**src/rtl/core/http_body_to_flash_pages_top_macros.svh**
```systemverilog
// ---------------------------------------------------------------------------
// Assertion macros for the HTTP body to flash page block
// ---------------------------------------------------------------------------
`ifndef HTTP_BODY_TO_FLASH_PAGES_TOP_MACROS_SVH
`define HTTP_BODY_TO_FLASH_PAGES_TOP_MACROS_SVH

// same-cycle implication, clocked on clk, quiet during reset
`define HB_ASSERT_IMP(label, ante, cons, msg) \
    label: assert property (@(posedge clk) disable iff (!rst_n) (ante) |-> (cons)) \
        else $error(msg);

// next-cycle implication
`define HB_ASSERT_NXT(label, ante, cons, msg) \
    label: assert property (@(posedge clk) disable iff (!rst_n) (ante) |=> (cons)) \
        else $error(msg);

`endif

```
**src/rtl/core/hbfp_pkg.sv**
```systemverilog
`timescale 1ns / 1ps
// ---------------------------------------------------------------------------
// hbfp_pkg
// Types, codes and constants of the HTTP body to flash page block.
// ---------------------------------------------------------------------------
package hbfp_pkg;

    localparam int PAGE_BYTES_DEF   = 2048;
    localparam int HEADER_MAX_DEF   = 512;
    localparam int REGION_BYTES_DEF = 507904;

    localparam logic [31:0] BASE_ADDRESS_RST = 32'h0800_4000;

    localparam int KIND_W  = 3;
    localparam int KEY_W   = 4;
    localparam int KEY_LEN = 15;

    localparam logic [7:0] CHR_CR    = 8'h0D;
    localparam logic [7:0] CHR_LF    = 8'h0A;
    localparam logic [7:0] CHR_SPACE = 8'h20;
    localparam logic [7:0] CHR_TAB   = 8'h09;
    localparam logic [7:0] CHR_PLUS  = 8'h2B;
    localparam logic [7:0] CHR_ZERO  = 8'h30;
    localparam logic [7:0] CHR_NINE  = 8'h39;
    localparam logic [7:0] PAD_BYTE  = 8'hFF;

    typedef enum logic [1:0] {
        PH_HEADER,
        PH_BODY,
        PH_STOP
    } phase_t;

    typedef enum logic [1:0] {
        NUM_NOKEY,
        NUM_SPACE,
        NUM_DIGITS,
        NUM_DONE
    } num_t;

    typedef enum logic [KIND_W-1:0] {
        KIND_ERASE   = 3'd0,
        KIND_PROGRAM = 3'd1,
        KIND_PAD     = 3'd2,
        KIND_FAIL    = 3'd3,
        KIND_DONE    = 3'd4
    } kind_t;

    typedef struct packed {
        kind_t       kind;
        logic [31:0] address;
        logic [15:0] halfword;
        logic        length_ok;
        logic        last;
    } res_t;

    // "Content-Length:"
    function automatic logic [7:0] key_char(input logic [KEY_W-1:0] idx);
        case (idx)
            4'd0:    key_char = 8'h43;
            4'd1:    key_char = 8'h6F;
            4'd2:    key_char = 8'h6E;
            4'd3:    key_char = 8'h74;
            4'd4:    key_char = 8'h65;
            4'd5:    key_char = 8'h6E;
            4'd6:    key_char = 8'h74;
            4'd7:    key_char = 8'h2D;
            4'd8:    key_char = 8'h4C;
            4'd9:    key_char = 8'h65;
            4'd10:   key_char = 8'h6E;
            4'd11:   key_char = 8'h67;
            4'd12:   key_char = 8'h74;
            4'd13:   key_char = 8'h68;
            4'd14:   key_char = 8'h3A;
            default: key_char = 8'h00;
        endcase
    endfunction

endpackage

```
**src/rtl/core/http_body_to_flash_pages_top.sv**
```systemverilog
`timescale 1ns / 1ps
// ---------------------------------------------------------------------------
// http_body_to_flash_pages_top
// HTTP response byte stream to flash erase / program / pad commands.
// ---------------------------------------------------------------------------
// One word enters per clock while decode is not held by the queue. It is held
// in an input register, decoded by one level of logic against the parser state
// and its results (0 to 3) are pushed into a 4-deep result queue that drains one
// word per clock while out_ready is high. Input is taken whenever the input
// register is free or its word is being decoded; decode waits while the queue
// holds more than one word, so a byte stream runs at one byte per cycle while
// out_ready is high.
`include "http_body_to_flash_pages_top_macros.svh"

module http_body_to_flash_pages_top #(
    parameter int PAGE_BYTES   = hbfp_pkg::PAGE_BYTES_DEF,
    parameter int HEADER_MAX   = hbfp_pkg::HEADER_MAX_DEF,
    parameter int REGION_BYTES = hbfp_pkg::REGION_BYTES_DEF
) (
    input  logic                                   clk,
    input  logic                                   rst_n,
    input  logic                                   cfg_wr_en,
    input  logic [31:0]                            cfg_wr_data,
    input  logic                                   in_valid,
    output logic                                   in_ready,
    input  logic                                   action,
    input  logic [7:0]                             byte_value,
    output logic                                   out_valid,
    input  logic                                   out_ready,
    output logic [hbfp_pkg::KIND_W-1:0]            kind,
    output logic [31:0]                            address,
    output logic [15:0]                            halfword,
    output logic [$clog2(REGION_BYTES+1)-1:0]      byte_count,
    output logic                                   length_ok,
    output logic                                   last
);
    import hbfp_pkg::*;

    localparam int CNT_W  = $clog2(REGION_BYTES + 1);
    localparam int HDR_W  = $clog2(HEADER_MAX + 1);
    localparam int PG_W   = $clog2(PAGE_BYTES);
    localparam int QDEPTH = 4;
    localparam int QPTR_W = 2;
    localparam int QCNT_W = 3;
    localparam int NRES   = 3;

    localparam logic [CNT_W-1:0]   REGION_C = CNT_W'(REGION_BYTES);
    localparam logic [HDR_W-1:0]   HMAX_C   = HDR_W'(HEADER_MAX);
    localparam logic [PG_W:0]      PAGE_C   = (PG_W+1)'(PAGE_BYTES);

    // configuration
    logic [31:0]      base_reg, base_next;

    // input register
    logic             in_vld_reg, in_vld_next;
    logic             in_act_reg, in_act_next;
    logic [7:0]       in_byte_reg, in_byte_next;

    // parser state
    phase_t           phase_reg, phase_next;
    logic [1:0]       bl_reg, bl_next;
    logic [HDR_W-1:0] hs_reg, hs_next;
    logic [KEY_W-1:0] kp_reg, kp_next;
    num_t             num_reg, num_next;
    logic [CNT_W-1:0] cl_reg, cl_next;
    logic [CNT_W-1:0] bb_reg, bb_next;
    logic [PG_W-1:0]  pg_reg, pg_next;
    logic [7:0]       held_reg, held_next;

    // result queue
    res_t              q_reg [QDEPTH];
    res_t              q_next [QDEPTH];
    logic [CNT_W-1:0]  qc_reg [QDEPTH];
    logic [CNT_W-1:0]  qc_next [QDEPTH];
    logic [QPTR_W-1:0] wr_reg, wr_next;
    logic [QPTR_W-1:0] rd_reg, rd_next;
    logic [QCNT_W-1:0] cnt_reg, cnt_next;

    // decode
    logic             proc;
    logic             pop;
    logic             is_digit;
    logic [3:0]       digit;
    logic [HDR_W-1:0] hs_inc;
    logic [7:0]       bl_want;
    logic [2:0]       bl_new;
    logic             blank_done;
    logic             hdr_fail;
    logic [KEY_W:0]   kp_adv;
    logic [CNT_W+3:0] cl_x10;
    logic [CNT_W-1:0] cl_sat;
    logic             body_take;
    logic             odd;
    logic [PG_W:0]    pg_plus;
    logic [PG_W-1:0]  pg_wrap;
    logic [PG_W-1:0]  end_pg;
    logic [31:0]      off32;
    logic [31:0]      addr_cur;
    logic [31:0]      addr_even;
    logic [31:0]      addr_pad;
    res_t             res [NRES];
    logic [CNT_W-1:0] res_cnt [NRES];
    logic [1:0]       n_res;

    assign pop      = out_valid & out_ready;
    assign proc     = in_vld_reg && (cnt_reg <= QCNT_W'(1));
    assign in_ready = !in_vld_reg || proc;

    assign is_digit   = (in_byte_reg >= CHR_ZERO) && (in_byte_reg <= CHR_NINE);
    assign digit      = 4'(in_byte_reg - CHR_ZERO);
    assign hs_inc     = (hs_reg < HMAX_C) ? hs_reg + HDR_W'(1) : hs_reg;
    assign bl_want    = bl_reg[0] ? CHR_LF : CHR_CR;
    assign bl_new     = (in_byte_reg == bl_want) ? {1'b0, bl_reg} + 3'd1 :
                        ((in_byte_reg == CHR_CR) ? 3'd1 : 3'd0);
    assign blank_done = bl_new[2];
    assign hdr_fail   = !blank_done && (hs_inc >= HMAX_C);

    // restart on the first key letter after a mismatch
    assign kp_adv = (in_byte_reg == key_char(kp_reg)) ? {1'b0, kp_reg} + (KEY_W+1)'(1) :
                    ((in_byte_reg == key_char('0)) ? (KEY_W+1)'(1) : '0);

    // value * 10 + digit, clipped to the region
    assign cl_x10 = ({4'd0, cl_reg} << 3) + ({4'd0, cl_reg} << 1) + (CNT_W+4)'(digit);
    assign cl_sat = (cl_x10 > (CNT_W+4)'(REGION_BYTES)) ? REGION_C : cl_x10[CNT_W-1:0];

    assign body_take = (phase_reg == PH_BODY) && !in_act_reg && (bb_reg < cl_reg);
    assign odd       = bb_reg[0];
    assign pg_plus   = {1'b0, pg_reg} + (PG_W+1)'(1);
    assign pg_wrap   = (pg_plus == PAGE_C) ? '0 : pg_plus[PG_W-1:0];
    assign end_pg    = odd ? pg_wrap : pg_reg;

    assign off32     = 32'(bb_reg);
    assign addr_cur  = base_reg + off32;
    assign addr_even = base_reg + (off32 & ~32'd1);
    assign addr_pad  = base_reg + off32 + 32'(odd);

    // next state
    always_comb
    begin
        base_next    = cfg_wr_en ? cfg_wr_data : base_reg;
        in_vld_next  = in_vld_reg;
        in_act_next  = in_act_reg;
        in_byte_next = in_byte_reg;
        if (in_valid && in_ready)
        begin
            in_vld_next  = 1'b1;
            in_act_next  = action;
            in_byte_next = byte_value;
        end
        else if (proc)
        begin
            in_vld_next = 1'b0;
        end

        phase_next = phase_reg;
        bl_next    = bl_reg;
        hs_next    = hs_reg;
        kp_next    = kp_reg;
        num_next   = num_reg;
        cl_next    = cl_reg;
        bb_next    = bb_reg;
        pg_next    = pg_reg;
        held_next  = held_reg;

        if (proc)
        begin
            case (phase_reg)
                PH_HEADER:
                begin
                    if (in_act_reg)
                    begin
                        phase_next = PH_STOP;
                    end
                    else
                    begin
                        hs_next = hs_inc;
                        case (num_reg)
                            NUM_NOKEY:
                            begin
                                if (kp_adv == (KEY_W+1)'(KEY_LEN))
                                begin
                                    kp_next  = '0;
                                    num_next = NUM_SPACE;
                                end
                                else
                                begin
                                    kp_next = kp_adv[KEY_W-1:0];
                                end
                            end
                            NUM_SPACE:
                            begin
                                if (in_byte_reg == CHR_SPACE || in_byte_reg == CHR_TAB)
                                begin
                                    num_next = NUM_SPACE;
                                end
                                else if (in_byte_reg == CHR_PLUS)
                                begin
                                    num_next = NUM_DIGITS;
                                end
                                else if (is_digit)
                                begin
                                    cl_next  = CNT_W'(digit);
                                    num_next = NUM_DIGITS;
                                end
                                else
                                begin
                                    cl_next  = '0;
                                    num_next = NUM_DONE;
                                end
                            end
                            NUM_DIGITS:
                            begin
                                if (is_digit)
                                    cl_next = cl_sat;
                                else
                                    num_next = NUM_DONE;
                            end
                            default:
                            begin
                                num_next = num_reg;
                            end
                        endcase

                        bl_next = bl_new[1:0];
                        if (blank_done)
                        begin
                            bl_next = '0;
                            if (num_reg == NUM_SPACE || num_reg == NUM_DIGITS ||
                                num_next == NUM_SPACE)
                                num_next = NUM_DONE;
                            phase_next = PH_BODY;
                        end
                        else if (hdr_fail)
                        begin
                            phase_next = PH_STOP;
                        end
                    end
                end
                PH_BODY:
                begin
                    if (in_act_reg)
                    begin
                        phase_next = PH_STOP;
                    end
                    else if (body_take)
                    begin
                        if (!odd)
                            held_next = in_byte_reg;
                        bb_next = bb_reg + CNT_W'(1);
                        pg_next = pg_wrap;
                    end
                end
                default:
                begin
                    phase_next = phase_reg;
                end
            endcase
        end
    end

    // results of the word being decoded
    always_comb
    begin
        logic [1:0] idx;
        idx = '0;
        for (int i = 0; i < NRES; i++)
        begin
            res[i]     = '{kind: KIND_ERASE, address: '0, halfword: '0,
                           length_ok: 1'b0, last: 1'b0};
            res_cnt[i] = '0;
        end

        if (proc)
        begin
            case (phase_reg)
                PH_HEADER:
                begin
                    if (in_act_reg || (!blank_done && hdr_fail))
                    begin
                        res[0].kind = KIND_FAIL;
                        idx = 2'd1;
                    end
                end
                PH_BODY:
                begin
                    if (!in_act_reg)
                    begin
                        if (body_take)
                        begin
                            if (pg_reg == '0)
                            begin
                                res[idx].kind    = KIND_ERASE;
                                res[idx].address = addr_cur;
                                idx = idx + 2'd1;
                            end
                            if (odd)
                            begin
                                res[idx].kind     = KIND_PROGRAM;
                                res[idx].address  = addr_even;
                                res[idx].halfword = {in_byte_reg, held_reg};
                                idx = idx + 2'd1;
                            end
                        end
                    end
                    else
                    begin
                        // odd tail byte goes out padded
                        if (odd)
                        begin
                            res[idx].kind     = KIND_PROGRAM;
                            res[idx].address  = addr_even;
                            res[idx].halfword = {PAD_BYTE, held_reg};
                            idx = idx + 2'd1;
                        end
                        if (end_pg != '0)
                        begin
                            res[idx].kind    = KIND_PAD;
                            res[idx].address = addr_pad;
                            idx = idx + 2'd1;
                        end
                        res[idx].kind      = KIND_DONE;
                        res[idx].length_ok = (bb_reg == cl_reg);
                        res_cnt[idx]       = bb_reg;
                        idx = idx + 2'd1;
                    end
                end
                default:
                begin
                    idx = '0;
                end
            endcase
        end

        for (int i = 0; i < NRES; i++)
            res[i].last = (idx != 2'd0) && (2'(i) == idx - 2'd1);
        n_res = idx;
    end

    // result queue
    always_comb
    begin
        for (int i = 0; i < QDEPTH; i++)
        begin
            q_next[i]  = q_reg[i];
            qc_next[i] = qc_reg[i];
        end
        for (int i = 0; i < NRES; i++)
        begin
            if (2'(i) < n_res)
            begin
                q_next[wr_reg + QPTR_W'(i)]  = res[i];
                qc_next[wr_reg + QPTR_W'(i)] = res_cnt[i];
            end
        end
        wr_next  = wr_reg + QPTR_W'(n_res);
        rd_next  = rd_reg + QPTR_W'(pop);
        cnt_next = cnt_reg + QCNT_W'(n_res) - QCNT_W'(pop);
    end

    assign out_valid  = (cnt_reg != '0);
    assign kind       = q_reg[rd_reg].kind;
    assign address    = q_reg[rd_reg].address;
    assign halfword   = q_reg[rd_reg].halfword;
    assign byte_count = qc_reg[rd_reg];
    assign length_ok  = q_reg[rd_reg].length_ok;
    assign last       = q_reg[rd_reg].last;

    always_ff @(posedge clk or negedge rst_n)
    begin
        if (!rst_n)
        begin
            base_reg   <= BASE_ADDRESS_RST;
            in_vld_reg <= 1'b0;
            phase_reg  <= PH_HEADER;
            bl_reg     <= '0;
            hs_reg     <= '0;
            kp_reg     <= '0;
            num_reg    <= NUM_NOKEY;
            cl_reg     <= '0;
            bb_reg     <= '0;
            pg_reg     <= '0;
            held_reg   <= '0;
            wr_reg     <= '0;
            rd_reg     <= '0;
            cnt_reg    <= '0;
        end
        else
        begin
            base_reg   <= base_next;
            in_vld_reg <= in_vld_next;
            phase_reg  <= phase_next;
            bl_reg     <= bl_next;
            hs_reg     <= hs_next;
            kp_reg     <= kp_next;
            num_reg    <= num_next;
            cl_reg     <= cl_next;
            bb_reg     <= bb_next;
            pg_reg     <= pg_next;
            held_reg   <= held_next;
            wr_reg     <= wr_next;
            rd_reg     <= rd_next;
            cnt_reg    <= cnt_next;
        end
    end

    always_ff @(posedge clk)
    begin
        in_act_reg  <= in_act_next;
        in_byte_reg <= in_byte_next;
        for (int i = 0; i < QDEPTH; i++)
        begin
            q_reg[i]  <= q_next[i];
            qc_reg[i] <= qc_next[i];
        end
    end

    `HB_ASSERT_IMP(a_queue_bound, 1'b1, cnt_reg <= QCNT_W'(QDEPTH), "result queue overrun")
    `HB_ASSERT_NXT(a_stop_holds, phase_reg == PH_STOP, phase_reg == PH_STOP, "left stopped phase")
    `HB_ASSERT_IMP(a_body_bound, phase_reg == PH_BODY, bb_reg <= cl_reg, "body count past length")
    `HB_ASSERT_NXT(a_end_stops, proc && phase_reg == PH_BODY && in_act_reg,
                   phase_reg == PH_STOP, "end of stream did not stop")

endmodule

```
**config.mk**
```make
export PLATFORM = sky130hd
export DESIGN_NAME = http_body_to_flash_pages_top
export DESIGN_NICKNAME = d
export VERILOG_FILES = /design/src/rtl/core/hbfp_pkg.sv /design/src/rtl/core/http_body_to_flash_pages_top.sv
export VERILOG_INCLUDE_DIRS = /design/src /design/src/rtl/core
export SDC_FILE = /design/constraint.sdc
export NUM_CORES = 1
export LEC_CHECK = 0
export ABC_AREA = 1
export BUFFER_PORTS_ARGS = -buffer_cell sky130_fd_sc_hd__buf_2
export CAP_MARGIN = 20
export CORE_ASPECT_RATIO = 0.5
export CORE_MARGIN = 3
export CORE_UTILIZATION = 50
export CTS_BUF_LIST = sky130_fd_sc_hd__clkbuf_2 sky130_fd_sc_hd__clkbuf_4 sky130_fd_sc_hd__clkbuf_8
export CTS_CLUSTER_DIAMETER = 80
export DETAILED_ROUTE_END_ITERATION = 16
export GPL_ROUTABILITY_DRIVEN = 0
export HOLD_SLACK_MARGIN = 0.12
export PLACE_DENSITY_LB_ADDON = 0.08
export SLEW_MARGIN = 15
export SYNTH_ARGS = -nofsm -noshare
export SYNTH_HDL_FRONTEND = slang
export SYNTH_SLANG_ARGS = --single-unit
```
**constraint.sdc**
```tcl
create_clock -name clk -period 4.3 [get_ports clk]
set_input_delay 0.86 -clock clk [delete_from_list [all_inputs] [get_ports clk]]
set_output_delay 0.86 -clock clk [all_outputs]
set_load 0.005 [all_outputs]
```
==> impl_metrics.py <==
metrics = {
    "clocking": {
        "cts_tree": "yes",
        "numCtsBuffers": 66,
        "clk_pin_slew_ns": 0.07,
        "clock-sinks": 414,
        "h-tree-depth": 3,
        "cts_root_buf": "clkbuf_8",
        "clockBufferDepth": 3,
        "insertion_delay_ns": 0.68,
    },
    "route": {
        "via_per_inst": 5.90,
        "drt_iter0_markers": 4572,
        "vias": 32800,
        "firstDrtPassIters": 6,
        "routed_wl_um": 114000,
        "drcViolationCount": 0,
        "ant_nets": 0,
        "wire_per_inst_um": 20.5,
    },
    "logic_synthesis": {
        "synthArstFlopShare_pct": 28.3,
        "ys_ff_latch": 414,
        "ys_seq_area_share_pct": 30.3,
        "ys_types": 61,
        "synth.avg_cell_area_um2": 6.28,
        "ys_warn_count": 0,
        "ys.flop_type": "dfxtp_1",
        "netlist_area_um2": 29600,
        "synth_top_area_share_pct": 19.5,
        "synthTopCellsByArea": "dfxtp_1 19%, nand2_1 18%, dfrtp_1 9.7%",
        "synth_cells": 4721,
        "synth_largest_area_cell": "dfxtp_1",
        "synthesis.nets": 4875,
        "synth-edff-count": 9,
    },
    "die": {
        "start_util_pct": 51.1,
        "fp-row-count": 62,
        "die-area_um2": 62400,
        "core_um2": 58000,
        "dieHeight_um": 178,
        "die_w_um": 350,
        "ios": 120,
    },
    "sta": {
        "max_freq_mhz": 247,
        "fin_crit_sh_pct": 94.1,
        "fin_skew_ns": 0.0406,
        "timing.hold.ws_ns": 0.372,
        "maxSlewHeadroom_pct": 28.4,
        "tightest_slew_ns": 1.07,
        "hold_violations": 0,
        "finalSetupViolations": 0,
        "period_needed_ns": 4.04,
        "slew_viol_final": 0,
    },
    "layout": {
        "design_area_um2": 32400,
        "largest_reg_flops": 212,
        "multi_input_area_um2": 17900,
        "syn_to_final_growth_pct": 9.32,
        "final_common_cell": "nand2_1",
        "fillerInstances": 5860,
        "ff_latch_area_um2": 8970,
        "final_cell_mix": "1447 x nand2_1, 452 x nor2_1, 428 x a21oi_1",
        "drive_gt1_share_pct": 10.5,
        "fin_nets": 4891,
    },
    "outcome": {
        "outcome": "finished, final reports clean",
    },
    "critical_path": {
        "end_kind": "flip-flop",
        "critical_path.startpoint": "pg_reg[0]",
        "r2r.worst_path.cells": 24,
        "critPathMaxFanout": 6,
        "critPathKind": "reg -> reg",
        "critPathRequiredTime_ns": 4.86,
        "rrSetupSlack_ns": 0.26,
        "reg2reg_to": "cnt_reg[2]",
        "crit_arrival_ns": 4.60,
        "startpoint_type": "flip-flop",
        "rr_startpoint": "pg_reg[0]",
        "endpoint": "cnt_reg[2]",
    },
    "global_routing": {
        "track_usage_pct": 35.6,
        "grt_pass1_vias": 28800,
        "grt_max_degree": 145,
        "grt_pass1_wl_um": 172000,
        "grt_antenna_before_repair": 2,
        "overflow": 0,
    },
    "power": {
        "powerDensity_nw_per_um2": 494,
        "peakVddDrop_v": 0.000592,
        "p_leak_nw": 15.8,
    },
    "flow_run": {
        "drv_cap": 0,
    },
    "worst_hold_path": {
        "min_path_type": "in -> reg",
    },
    "placement": {
        "postPlaceCellArea_um2": 30900,
        "port_buffers": 119,
        "place_hpwl_um": 77400,
    },
}
-- per-layer routing --
layer	vias to the layer above	share of wire, %	GRT usage (%)
li1	15500	-	-
met1	15200	44	52.8
met2	1960	39	49.7
met3	203	14	10.4
met4	0	2.2	9.53
met5	-	0	0
-- stage by stage --
step / std cells / util (%) / power (W) / TNS (ns) / setup slack [ns]
finish: 5560 / 55.8 / 0.0160 / 0 / 0.255
global route: 5560 / 55.8 / 0.0169 / -0.00764 / -0.00764
CTS: 5557 / 55.8 / 0.0158 / 0 / 0.0567
detailed placement: 5436 / 53.3 / 0.0120 / 0 / 0.0759
global placement: 5436 / 53.3 / 0.0119 / 0 / 0.158
floorplan: 4721 / - / 0.00968 / 0 / 0.638
-- timing repair --
action | CTS | global route
buffers inserted | 0 | 0
hold endpoints to repair | 21 | 0
setup endpoints to repair | 0 | 289
hold buffers | 1 | 0
resized for setup | 0 | 6
-- where the power goes --
part | total [W] | leakage [nW] | switching (W) | internal [W]
Sequential | 0.00553 | 3.94 | 0.000639 | 0.00489
Clock | 0.00385 | 0.767 | 0.00180 | 0.00205
Combinational | 0.00661 | 11.1 | 0.00433 | 0.00228
-- cells in the mapped netlist (21+ instances only) --
cell type,count
inv_1,368
nor3_1,24
buf_1,22
a21oi_1,428
dfxtp_1,288
nand3_1,295
nor2_2,30
buf_2,96
inv_2,27
buf_4,24
nand2_1,1448
nand2_2,26
o21ai_0,402
clkbuf_1,108
nand4_1,56
dfrtp_1,115
o21ai_1,33
a211oi_1,21
nor2_1,455
ha_1,103
xor2_1,62
o22ai_1,99
-- cells by family (layout without fill, tap and decap cells) --
kind of cell | count (synthesis) | in the layout | share of synthesized area, %
mux | 18 | 18 | 0.684
xor+xnor | 77 | 77 | 2.30
buf+inv | 666 | 734 | 9.46
simple gates | 2393 | 2393 | 33.7
compound gates | 1045 | 1045 | 18.9
other cells | 0 | 3 | 0
flops | 414 | 414 | 30.3
fa+ha+maj | 108 | 108 | 4.69
-- worst max-delay path, stage by stage (launching register included) --
cell and delay [ns]:
dfrtp_1 0.40, ha_1 0.23, nand2_1 0.08, nor2_2 0.15, nand2_1 0.07, nor2_1 0.17
nor2_1 0.11, nor2_1 0.11, nand3_1 0.09, nand2_1 0.10, nand3_1 0.12, nor2_4 0.24
inv_1 0.06, nand2_1 0.11, inv_1 0.09, ha_1 0.31, o21ai_4 0.23, nor2_8 0.07
nor2_8 0.13, inv_2 0.07, ha_1 0.28, inv_1 0.04, ha_1 0.18, fa_1 0.38
xnor2_1 0.14
-- final cells by class --
cell class,count,area share (%)
clock buffer,106,4.14
antenna,3,0.0232
sequential,414,27.7
multi-input combinational,3641,55.3
timing repair buffer,211,4.83
clock inverter,14,0.382
inverter,403,4.71
tap,768,2.97
-- how the worst min path moves through the flow --
| stage | from | slack, ns | to | cells past startpoint |
|---|---|---|---|---|
| finish | action | 0.37 | in_act_reg | 1 |
| global placement | hs_reg[4] | 0.45 | hs_reg[4] | 1 |
| global route | action | 0.35 | in_act_reg | 1 |
| CTS | byte_value[5] | 0.34 | in_byte_reg[5] | 1 |
| detailed placement | hs_reg[4] | 0.46 | hs_reg[4] | 1 |
| floorplan | hs_reg[4] | 0.44 | hs_reg[4] | 1 |
Note: power is estimated with default switching activity, not from simulation.
